==> src/hw/rtl/assert_macros.svh <==
// Assertion macros shared by the depth normalizer RTL.
`ifndef ASSERT_MACROS_SVH
`define ASSERT_MACROS_SVH

// Same-cycle implication.
`define DMN_ASSERT_IMPLIES(lbl, clk, rst_n, pre, post) \
	lbl: assert property (@(posedge clk) disable iff (!rst_n) (pre) |-> (post)) \
		else $error("dmn assertion failed");

// Next-cycle implication.
`define DMN_ASSERT_NEXT(lbl, clk, rst_n, pre, post) \
	lbl: assert property (@(posedge clk) disable iff (!rst_n) (pre) |=> (post)) \
		else $error("dmn assertion failed");

`endif

==> src/hw/rtl/dmn_pkg.sv <==
// Types and constants of the depth min-max normalizer.
package dmn_pkg;

	localparam int SIDE_W = 13;
	localparam int CNT_W  = 2 * SIDE_W;
	localparam int GREY_W = 8;

	localparam logic [SIDE_W-1:0] WIDTH_RESET  = 13'd640;
	localparam logic [SIDE_W-1:0] HEIGHT_RESET = 13'd480;
	localparam logic [GREY_W-1:0] GREY_MAX     = 8'hFF;

	localparam logic REG_FRAME_WIDTH  = 1'b0;
	localparam logic REG_FRAME_HEIGHT = 1'b1;

	typedef struct packed {
		logic valid;
		logic last;
		logic zero;
		logic sat;
	} dmn_ctl_t;

endpackage

==> src/hw/rtl/dmn_div_cell.sv <==
// One restoring-division cell: resolves one quotient bit per pipeline step.
`include "assert_macros.svh"

module dmn_div_cell #(
	parameter int DW = 24
) (
	input  logic                        clk,
	input  logic                        arst_n,
	input  logic                        en,
	input  dmn_pkg::dmn_ctl_t           ctl_in,
	input  logic [DW-1:0]               rem_in,
	input  logic [dmn_pkg::GREY_W-1:0]  low_in,
	input  logic [DW-1:0]               den_in,
	input  logic [dmn_pkg::GREY_W-1:0]  quo_in,
	output dmn_pkg::dmn_ctl_t           ctl_q,
	output logic [DW-1:0]               rem_q,
	output logic [dmn_pkg::GREY_W-1:0]  low_q,
	output logic [DW-1:0]               den_q,
	output logic [dmn_pkg::GREY_W-1:0]  quo_q
);

	logic [DW:0] trial;
	logic [DW:0] diff;
	logic        ge;

	assign trial = {rem_in, low_in[dmn_pkg::GREY_W-1]};
	assign diff  = trial - {1'b0, den_in};
	assign ge    = trial >= {1'b0, den_in};

	always_ff @(posedge clk or negedge arst_n) begin
		if (!arst_n) begin
			ctl_q <= '0;
		end else if (en) begin
			ctl_q <= ctl_in;
		end
	end

	always_ff @(posedge clk) begin
		if (en) begin
			rem_q <= ge ? diff[DW-1:0] : trial[DW-1:0];
			low_q <= {low_in[dmn_pkg::GREY_W-2:0], 1'b0};
			den_q <= den_in;
			quo_q <= {quo_in[dmn_pkg::GREY_W-2:0], ge};
		end
	end

	// partial remainder stays below the divisor
	`DMN_ASSERT_IMPLIES(a_rem_bound, clk, arst_n, ctl_q.valid && !ctl_q.zero && !ctl_q.sat, rem_q < den_q)

endmodule

==> src/hw/rtl/dmn_tracker.sv <==
// Pass tracking, running min/max and per-sample front end of the normalizer.
`include "assert_macros.svh"

module dmn_tracker #(
	parameter int DW = 24
) (
	input  logic                       clk,
	input  logic                       arst_n,
	input  logic                       en,
	input  logic                       sample_valid,
	input  logic [DW-1:0]              sample,
	input  logic [dmn_pkg::CNT_W-1:0]  size,
	output dmn_pkg::dmn_ctl_t          ctl_s1,
	output logic [DW-1:0]              x_s1,
	output logic [DW-1:0]              den_s1
);

	logic [DW-1:0]             min_q;
	logic [DW-1:0]             max_q;
	logic [dmn_pkg::CNT_W-1:0] count_q;
	logic                      phase_q;
	logic                      acc;
	logic                      conv;
	logic [dmn_pkg::CNT_W:0]   count_next;
	logic                      last;
	dmn_pkg::dmn_ctl_t         ctl_d;

	assign acc        = sample_valid && en;
	assign conv       = acc && phase_q;
	assign count_next = {1'b0, count_q} + 1'b1;
	assign last       = count_next >= {1'b0, size};

	always_comb begin
		ctl_d = '0;
		if (conv) begin
			ctl_d.valid = 1'b1;
			ctl_d.last  = last;
			ctl_d.zero  = (max_q <= min_q) || (sample <= min_q);
			ctl_d.sat   = (max_q > min_q) && (sample > min_q) && (sample >= max_q);
		end
	end

	always_ff @(posedge clk or negedge arst_n) begin
		if (!arst_n) begin
			min_q   <= '1;
			max_q   <= '0;
			count_q <= '0;
			phase_q <= 1'b0;
			ctl_s1  <= '0;
		end else begin
			if (en) begin
				ctl_s1 <= ctl_d;
			end
			if (acc) begin
				if (!phase_q) begin
					if (sample < min_q) begin
						min_q <= sample;
					end
					if (sample > max_q) begin
						max_q <= sample;
					end
					if (last) begin
						count_q <= '0;
						phase_q <= 1'b1;
					end else begin
						count_q <= count_next[dmn_pkg::CNT_W-1:0];
					end
				end else begin
					if (last) begin
						min_q   <= '1;
						max_q   <= '0;
						count_q <= '0;
						phase_q <= 1'b0;
					end else begin
						count_q <= count_next[dmn_pkg::CNT_W-1:0];
					end
				end
			end
		end
	end

	always_ff @(posedge clk) begin
		if (acc) begin
			x_s1   <= sample - min_q;
			den_s1 <= max_q - min_q;
		end
	end

	// a measured frame always has min <= max
	`DMN_ASSERT_IMPLIES(a_minmax_order, clk, arst_n, phase_q, min_q <= max_q)
	// final convert sample restarts the measuring pass
	`DMN_ASSERT_NEXT(a_frame_restart, clk, arst_n, acc && phase_q && last, !phase_q && (max_q == '0) && (count_q == '0))

endmodule

==> src/hw/rtl/depth_minmax_normalize_unit.sv <==
// Top level: depth frame min-max normalizer to 8-bit grey.
// A convert-pass result goes through the front, prep, division-cell and output registers.
// Throughput: one sample per cycle; the front stage, a 255x prep stage and a
// chain of 8 one-bit division cells all advance together, halting while a result is stalled.
// Measuring-pass samples give no result; the frame size costs one 13x13 multiply per cycle.
// Reset: asynchronous; clears size registers to 640x480, min/max, pass state and valid bits.
`include "assert_macros.svh"

module depth_minmax_normalize_unit #(
	parameter int DEPTH_BITS = 24,
	parameter int MAX_SIDE   = 4096
) (
	input  logic                         clk,
	input  logic                         arst_n,
	input  logic                         cfg_we,
	input  logic                         cfg_index,
	input  logic [dmn_pkg::SIDE_W-1:0]   cfg_data,
	input  logic                         depth_valid,
	output logic                         depth_stall,
	input  logic [DEPTH_BITS-1:0]        depth_sample,
	output logic                         grey_valid,
	input  logic                         grey_stall,
	output logic [dmn_pkg::GREY_W-1:0]   grey_level,
	output logic                         frame_end
);

	localparam int DW     = DEPTH_BITS;
	localparam int GW     = dmn_pkg::GREY_W;
	localparam int SW     = dmn_pkg::SIDE_W;
	localparam int CW     = dmn_pkg::CNT_W;

	logic [SW-1:0] width_q;
	logic [SW-1:0] height_q;
	logic [SW-1:0] width_eff;
	logic [SW-1:0] height_eff;
	logic [CW-1:0] size;
	logic          adv;

	dmn_pkg::dmn_ctl_t ctl_s1;
	logic [DW-1:0]     x_s1;
	logic [DW-1:0]     den_s1;
	logic [DW+GW-1:0]  num;

	dmn_pkg::dmn_ctl_t ctl_s2;
	logic [DW-1:0]     rem_s2;
	logic [GW-1:0]     low_s2;
	logic [DW-1:0]     den_s2;

	dmn_pkg::dmn_ctl_t ctl_c [0:GW];
	logic [DW-1:0]     rem_c [0:GW];
	logic [GW-1:0]     low_c [0:GW];
	logic [DW-1:0]     den_c [0:GW];
	logic [GW-1:0]     quo_c [0:GW];

	logic          grey_valid_q;
	logic [GW-1:0] grey_q;
	logic          frame_end_q;

	always_ff @(posedge clk or negedge arst_n) begin
		if (!arst_n) begin
			width_q  <= dmn_pkg::WIDTH_RESET;
			height_q <= dmn_pkg::HEIGHT_RESET;
		end else if (cfg_we) begin
			unique case (cfg_index)
				dmn_pkg::REG_FRAME_WIDTH:  width_q  <= cfg_data;
				dmn_pkg::REG_FRAME_HEIGHT: height_q <= cfg_data;
				default: ;
			endcase
		end
	end

	always_comb begin
		priority if (width_q == '0) begin
			width_eff = SW'(1);
		end else if (32'(width_q) > 32'(MAX_SIDE)) begin
			width_eff = SW'(MAX_SIDE);
		end else begin
			width_eff = width_q;
		end
		priority if (height_q == '0) begin
			height_eff = SW'(1);
		end else if (32'(height_q) > 32'(MAX_SIDE)) begin
			height_eff = SW'(MAX_SIDE);
		end else begin
			height_eff = height_q;
		end
	end

	assign size = CW'(width_eff) * CW'(height_eff);

	assign adv         = !grey_valid_q || !grey_stall;
	assign depth_stall = !adv;

	dmn_tracker #(
		.DW(DW)
	) u_tracker (
		.clk          (clk),
		.arst_n       (arst_n),
		.en           (adv),
		.sample_valid (depth_valid),
		.sample       (depth_sample),
		.size         (size),
		.ctl_s1       (ctl_s1),
		.x_s1         (x_s1),
		.den_s1       (den_s1)
	);

	// 255*x as 256*x - x
	assign num = {x_s1, {GW{1'b0}}} - {{GW{1'b0}}, x_s1};

	always_ff @(posedge clk or negedge arst_n) begin
		if (!arst_n) begin
			ctl_s2 <= '0;
		end else if (adv) begin
			ctl_s2 <= ctl_s1;
		end
	end

	always_ff @(posedge clk) begin
		if (adv) begin
			rem_s2 <= num[DW+GW-1:GW];
			low_s2 <= num[GW-1:0];
			den_s2 <= den_s1;
		end
	end

	assign ctl_c[0] = ctl_s2;
	assign rem_c[0] = rem_s2;
	assign low_c[0] = low_s2;
	assign den_c[0] = den_s2;
	assign quo_c[0] = '0;

	for (genvar i = 0; i < GW; i++) begin : g_cell
		dmn_div_cell #(
			.DW(DW)
		) u_cell (
			.clk    (clk),
			.arst_n (arst_n),
			.en     (adv),
			.ctl_in (ctl_c[i]),
			.rem_in (rem_c[i]),
			.low_in (low_c[i]),
			.den_in (den_c[i]),
			.quo_in (quo_c[i]),
			.ctl_q  (ctl_c[i+1]),
			.rem_q  (rem_c[i+1]),
			.low_q  (low_c[i+1]),
			.den_q  (den_c[i+1]),
			.quo_q  (quo_c[i+1])
		);
	end

	always_ff @(posedge clk or negedge arst_n) begin
		if (!arst_n) begin
			grey_valid_q <= 1'b0;
		end else if (adv) begin
			grey_valid_q <= ctl_c[GW].valid;
		end
	end

	always_ff @(posedge clk) begin
		if (adv) begin
			frame_end_q <= ctl_c[GW].last;
			priority if (ctl_c[GW].zero) begin
				grey_q <= '0;
			end else if (ctl_c[GW].sat) begin
				grey_q <= dmn_pkg::GREY_MAX;
			end else begin
				grey_q <= quo_c[GW];
			end
		end
	end

	assign grey_valid = grey_valid_q;
	assign grey_level = grey_q;
	assign frame_end  = frame_end_q;

	// 255x prep leaves the top part below the divisor
	`DMN_ASSERT_IMPLIES(a_prep_bound, clk, arst_n, ctl_s2.valid && !ctl_s2.zero && !ctl_s2.sat, rem_s2 < den_s2)

endmodule

==> config.mk <==
export PLATFORM = sky130hd
export DESIGN_NAME = depth_minmax_normalize_unit
export DESIGN_NICKNAME = d
export VERILOG_FILES = /design/src/hw/rtl/dmn_pkg.sv /design/src/hw/rtl/dmn_div_cell.sv /design/src/hw/rtl/dmn_tracker.sv /design/src/hw/rtl/depth_minmax_normalize_unit.sv
export VERILOG_INCLUDE_DIRS = /design/src /design/src/hw/rtl
export SDC_FILE = /design/constraint.sdc
export NUM_CORES = 2
export LEC_CHECK = 0
export ABC_AREA = 1
export BUFFER_PORTS_ARGS = -buffer_cell sky130_fd_sc_hd__buf_2
export CAP_MARGIN = 40
export CELL_PAD_IN_SITES_DETAIL_PLACEMENT = 1
export CELL_PAD_IN_SITES_GLOBAL_PLACEMENT = 1
export CORE_MARGIN = 10
export CORE_UTILIZATION = 53
export DETAILED_ROUTE_END_ITERATION = 7
export PLACE_DENSITY_LB_ADDON = 0.12
export SLEW_MARGIN = 20
export SYNTH_ARGS = -nofsm -noshare
export SYNTH_HDL_FRONTEND = slang
export SYNTH_HIERARCHICAL = 1
export SYNTH_SLANG_ARGS = --single-unit
==> constraint.sdc <==
create_clock -name clk -period 47.2 [get_ports clk]
set_input_delay 7.08 -clock clk [delete_from_list [all_inputs] [get_ports clk]]
set_output_delay 7.08 -clock clk [all_outputs]
set_load 0.1 [all_outputs]
Word-level counts from Yosys, hierarchy flattened
Cells that the tools add are included.
- register bits after elaboration: 655
- output and inout port bits: 11
- memory bits (read-only): 0
- logic and storage cells: 155
- memories kept: 0
- input bits: 43
- RAM bits: 0
- bits in latches: 0
- order comparisons: 18
- mux-type cells: 23
- shift operators: 0
- add/sub/neg operators: 11
- divide/modulo/power cells: 0
- reductions and logical operators: 17
- bitwise gates (word level): 1
- multipliers: 1
- eq/ne operators: 1
- operators with widths (operator ; count):
    $mux W24 ; 13
    $sub A24 B24 Y24 ; 9
    $ge A25 B24 Y1 ; 8
    $gt A24 B24 Y1 ; 3
    $mux W13 ; 4
    $le A24 B24 Y1 ; 2
    $sub A32 B24 Y32 ; 1
    $add A26 B1 Y27 const B ; 1
    $ge A27 B26 Y1 ; 1
    $gt A13 B13 Y1 const B ; 2
    $logic_not A13 Y1 ; 2
    $mul A13 B13 Y26 ; 1
    $mux W26 ; 1
    $ge A24 B24 Y1 ; 1
    $lt A24 B24 Y1 ; 1
    $mux W8 ; 1
    $reduce_and A3 Y1 ; 2
    $logic_and A1 B1 Y1 ; 4
    $mux W4 ; 1
    $reduce_and A2 Y1 ; 2
    $reduce_bool A2 Y1 ; 2
    $logic_not A1 Y1 ; 3
    $mux W1 ; 3
    $logic_or A1 B1 Y1 ; 2
    2 further kinds ; 2

Longest topological paths before layout
- depth in word-level cells: 7
- depth in mapped cells: 46

Cells and area by module
Netlist, hierarchy kept.
- by module, submodules not included (module ; instances ; area an instance (um^2) ; cells each):
    dmn_div_cell (g_cell[2].u_cell ...) ; 6 ; 4391.7 ; 558
    depth_minmax_normalize_unit ; 1 ; 11044.3 ; 1441
    dmn_tracker ; 1 ; 9705.6 ; 1288
    dmn_div_cell (g_cell[0].u_cell ...) ; 2 ; 4371.7 ; 555

Worst setup path after synthesis
No wires, ideal clock.
- kind: input -> output
- start: input port grey_stall
- end: output port depth_stall
- path buffers: 0
- required time: 40.120 ns
- stages: 2
- setup slack: 14.108 ns
- arrival: 26.012 ns
- path through: nand2_1 > inv_1
- longest elaborated chain between the ends: 3
- ends and longest elaborated chain (element ; line ; RTL):
    from (decl) ; depth_minmax_normalize_unit.sv:22 ; input logic grey_stall,
    $logic_not A1 Y1 ; depth_minmax_normalize_unit.sv:91 ; assign adv = !grey_valid_q || !grey_stall;
    $logic_or A1 B1 Y1 ; depth_minmax_normalize_unit.sv:91 ;
    $logic_not A1 Y1 ; depth_minmax_normalize_unit.sv:92 ; assign depth_stall = !adv;
    to (decl) ; depth_minmax_normalize_unit.sv:19 ; output logic depth_stall,
No other way between the ends.

Worst setup path in the final report
- start: input port grey_stall
- end: output port depth_stall
- longest elaborated chain between the ends: 3
- ends and longest elaborated chain (element ; line ; RTL):
    $logic_not A1 Y1 ; depth_minmax_normalize_unit.sv:91 ;
    $logic_or A1 B1 Y1 ; depth_minmax_normalize_unit.sv:91 ;
    net adv ; depth_minmax_normalize_unit.sv:37 ; logic adv;
    $logic_not A1 Y1 ; depth_minmax_normalize_unit.sv:92 ;
The timed path passes the listed nets, and every way through them passes these cells.

==> results.cfg <==
[run_status]
outcome = complete, no violations

[grt]
grt_overflow = 0
grt_usage_pct = 29.78
grt_pass1_wl_um = 258100
antenna_found_initial = 1
grt_pass1_vias = 47160
grt_start_max_net_pins = 173

[drt]
routed_wl_um = 164800
dr.pass1.iters = 6
vias = 45040
drt-initial-drc-count = 3183
ant_nets = 0
avgRoutedWirePerCell_um = 20.26
drc = 0
viasPerCell = 5.534

[clock_network]
root_buffer = clkbuf_16
cts_hold_buffers = 0
clk_pin_slew_ns = 0.06
cts_resized = 0
cts.path.max_buffers = 3
clock_sinks = 655
htreeDepth = 3
cts_buffers = 77
cts_tree = done
clock_latency_ns = 0.66
cts_setup_buffers = 0

[die]
core_um2 = 95440
die_w_um = 330.9
die_y_um = 330.9
fp-row-count = 113
floorplan.initialDensity_pct = 53.68
dieArea_um2 = 109500
pin_count = 54

[placement]
dp.cells = 7995
dp_hpwl_um = 128100
portBuffers = 53
place_congestion = 0.9364

[timing]
hold_viol = 0
max_freq_mhz = 64.60
slew_violations = 0
tightest_slew_ns = 0.9377
period_minus_slack_ns = 15.48
relSlewSlack_pct = 37.49
finalSetupViolations = 0
fin_skew_ns = 0.02130
fin_crit_sh_pct = 32.79
rsz0062_at_grt = no
tns_ns = 0

[layout]
final_cells = 8138
antenna_cells = 0
areaGrowthSynthToFinish_pct = 8.087
drive_gt1_share_pct = 6.315
fin_nets = 7365

[yosys]
syn_area_um2 = 51230
avgSynthCellArea_um2 = 7.593
synth_nets = 7298
syn-instance-count = 6746
synth_warnings = 6

[worst_setup_path]
r2r_setup_slack_ns = 38.42
cp.arrival_ns = 8.40
cpMaxStageDelayCell = buf_2
max_stage_delay_ns = 0.48
required_ns = 40.12
critical_path.cell_chain = buf_2, nand2_4, inv_1, buf_2
cp_max_fo = 57
critPathLaunchType = input pin
critPathKind = input pin to primary output
end_kind = primary output
crit_top_cell = buf_2

[job]
maxCapViolCount = 0

[min_path]
min-delay-path-class = flip-flop to flip-flop
[per-stage QoR]
| stage | cell area, um2 | utilization, % | hold WS [ns] | setup WS (ns) |
|---|---|---|---|---|
| 5_1_grt | 55370 | 58.02 | 0.4261 | 31.60 |
| 4_1_cts | 55290 | 57.94 | 0.4130 | 31.69 |
| 3_3_place_gp | 52630 | 55.15 | 0.4008 | 31.79 |
| 6_report | 55370 | 58.02 | 0.4089 | 31.72 |
| 3_5_place_dp | 52720 | 55.24 | 0.4057 | 31.72 |
| 2_1_floorplan | 51230 | - | 0.4003 | 17.27 |
[layer usage]
layer | GRT usage [%] | vias to the layer above | wire (um)
met2 | 50.86 | 1325 | 79580
met3 | 3.858 | 362 | 8595
met4 | 11.06 | 4 | 6465
met1 | 38.33 | 22050 | 70170
li1 | - | 21300 | -
met5 | 0 | - | 27
[worst max-delay path: cells and delay by family]
kind | cells | cell delay [ns]
buffers and inverters | 3 | 0.93
AND/OR/NAND/NOR | 1 | 0.38
[state kept, by name, indices dropped and copies added (netlist names), 8 cells and up]
signal,count
den_s2,24
g_cell.u_cell/ctl_q,32
g_cell.u_cell/den_q,168
g_cell.u_cell/low_q,28
g_cell.u_cell/quo_q,36
g_cell.u_cell/rem_q,168
grey_level,8
height_q,13
low_s2,8
rem_s2,24
u_tracker/count_q,26
u_tracker/den_s1,24
u_tracker/max_q,24
u_tracker/min_q,24
u_tracker/x_s1,24
width_q,13
[final timing paths]
| kind | startpoint | to | cells past startpoint |
|---|---|---|---|
| min in group asynchronous | arst_n | height_q[4]$_DFFE_PN0P_ | 1 |
| worst min-delay path | g_cell[5].u_cell/low_q[6]$_DFFE_PP_ | g_cell[6].u_cell/low_q[7]$_DFFE_PP_ | 0 |
| max in group asynchronous | arst_n | u_tracker/min_q[19]$_DFFE_PN1P_ | 4 |
| worst min register to register | g_cell[5].u_cell/low_q[6]$_DFFE_PP_ | g_cell[6].u_cell/low_q[7]$_DFFE_PP_ | 0 |
| worst max-delay path | grey_stall | depth_stall | 4 |
| worst max register to register | height_q[12]$_DFFE_PN0P_ | u_tracker/min_q[9]$_DFFE_PN1P_ | 35 |
[cell usage in the layout, fill, tap and decap left out, types with 52 or more instances in the layout]
cell type / count
clkbuf_16: 81
edfxtp_1: 513
nand3_1: 312
o21ai_0: 83
a21oi_1: 170
xor2_1: 129
nand2_1: 2311
nor2_1: 481
inv_1: 1399
fa_1: 130
ha_1: 379
buf_2: 52
nand4_1: 240
dfrtp_1: 112
[layout make-up]
| type | instances | area, um2 |
|---|---|---|
| Multi-Input combinational cell | 4567 | 26250 |
| Clock buffer | 99 | 2125 |
| Sequential cell | 655 | 19000 |
| Timing Repair Buffer | 80 | 591.8 |
| Clock inverter | 40 | 452.9 |
| Fill cell | 12020 | 40070 |
| Inverter | 1432 | 5375 |
| Tap cell | 1265 | 1583 |
Power is not shown: default switching activity piles up to over one toggle a cycle in this logic, so the estimate is an artifact.
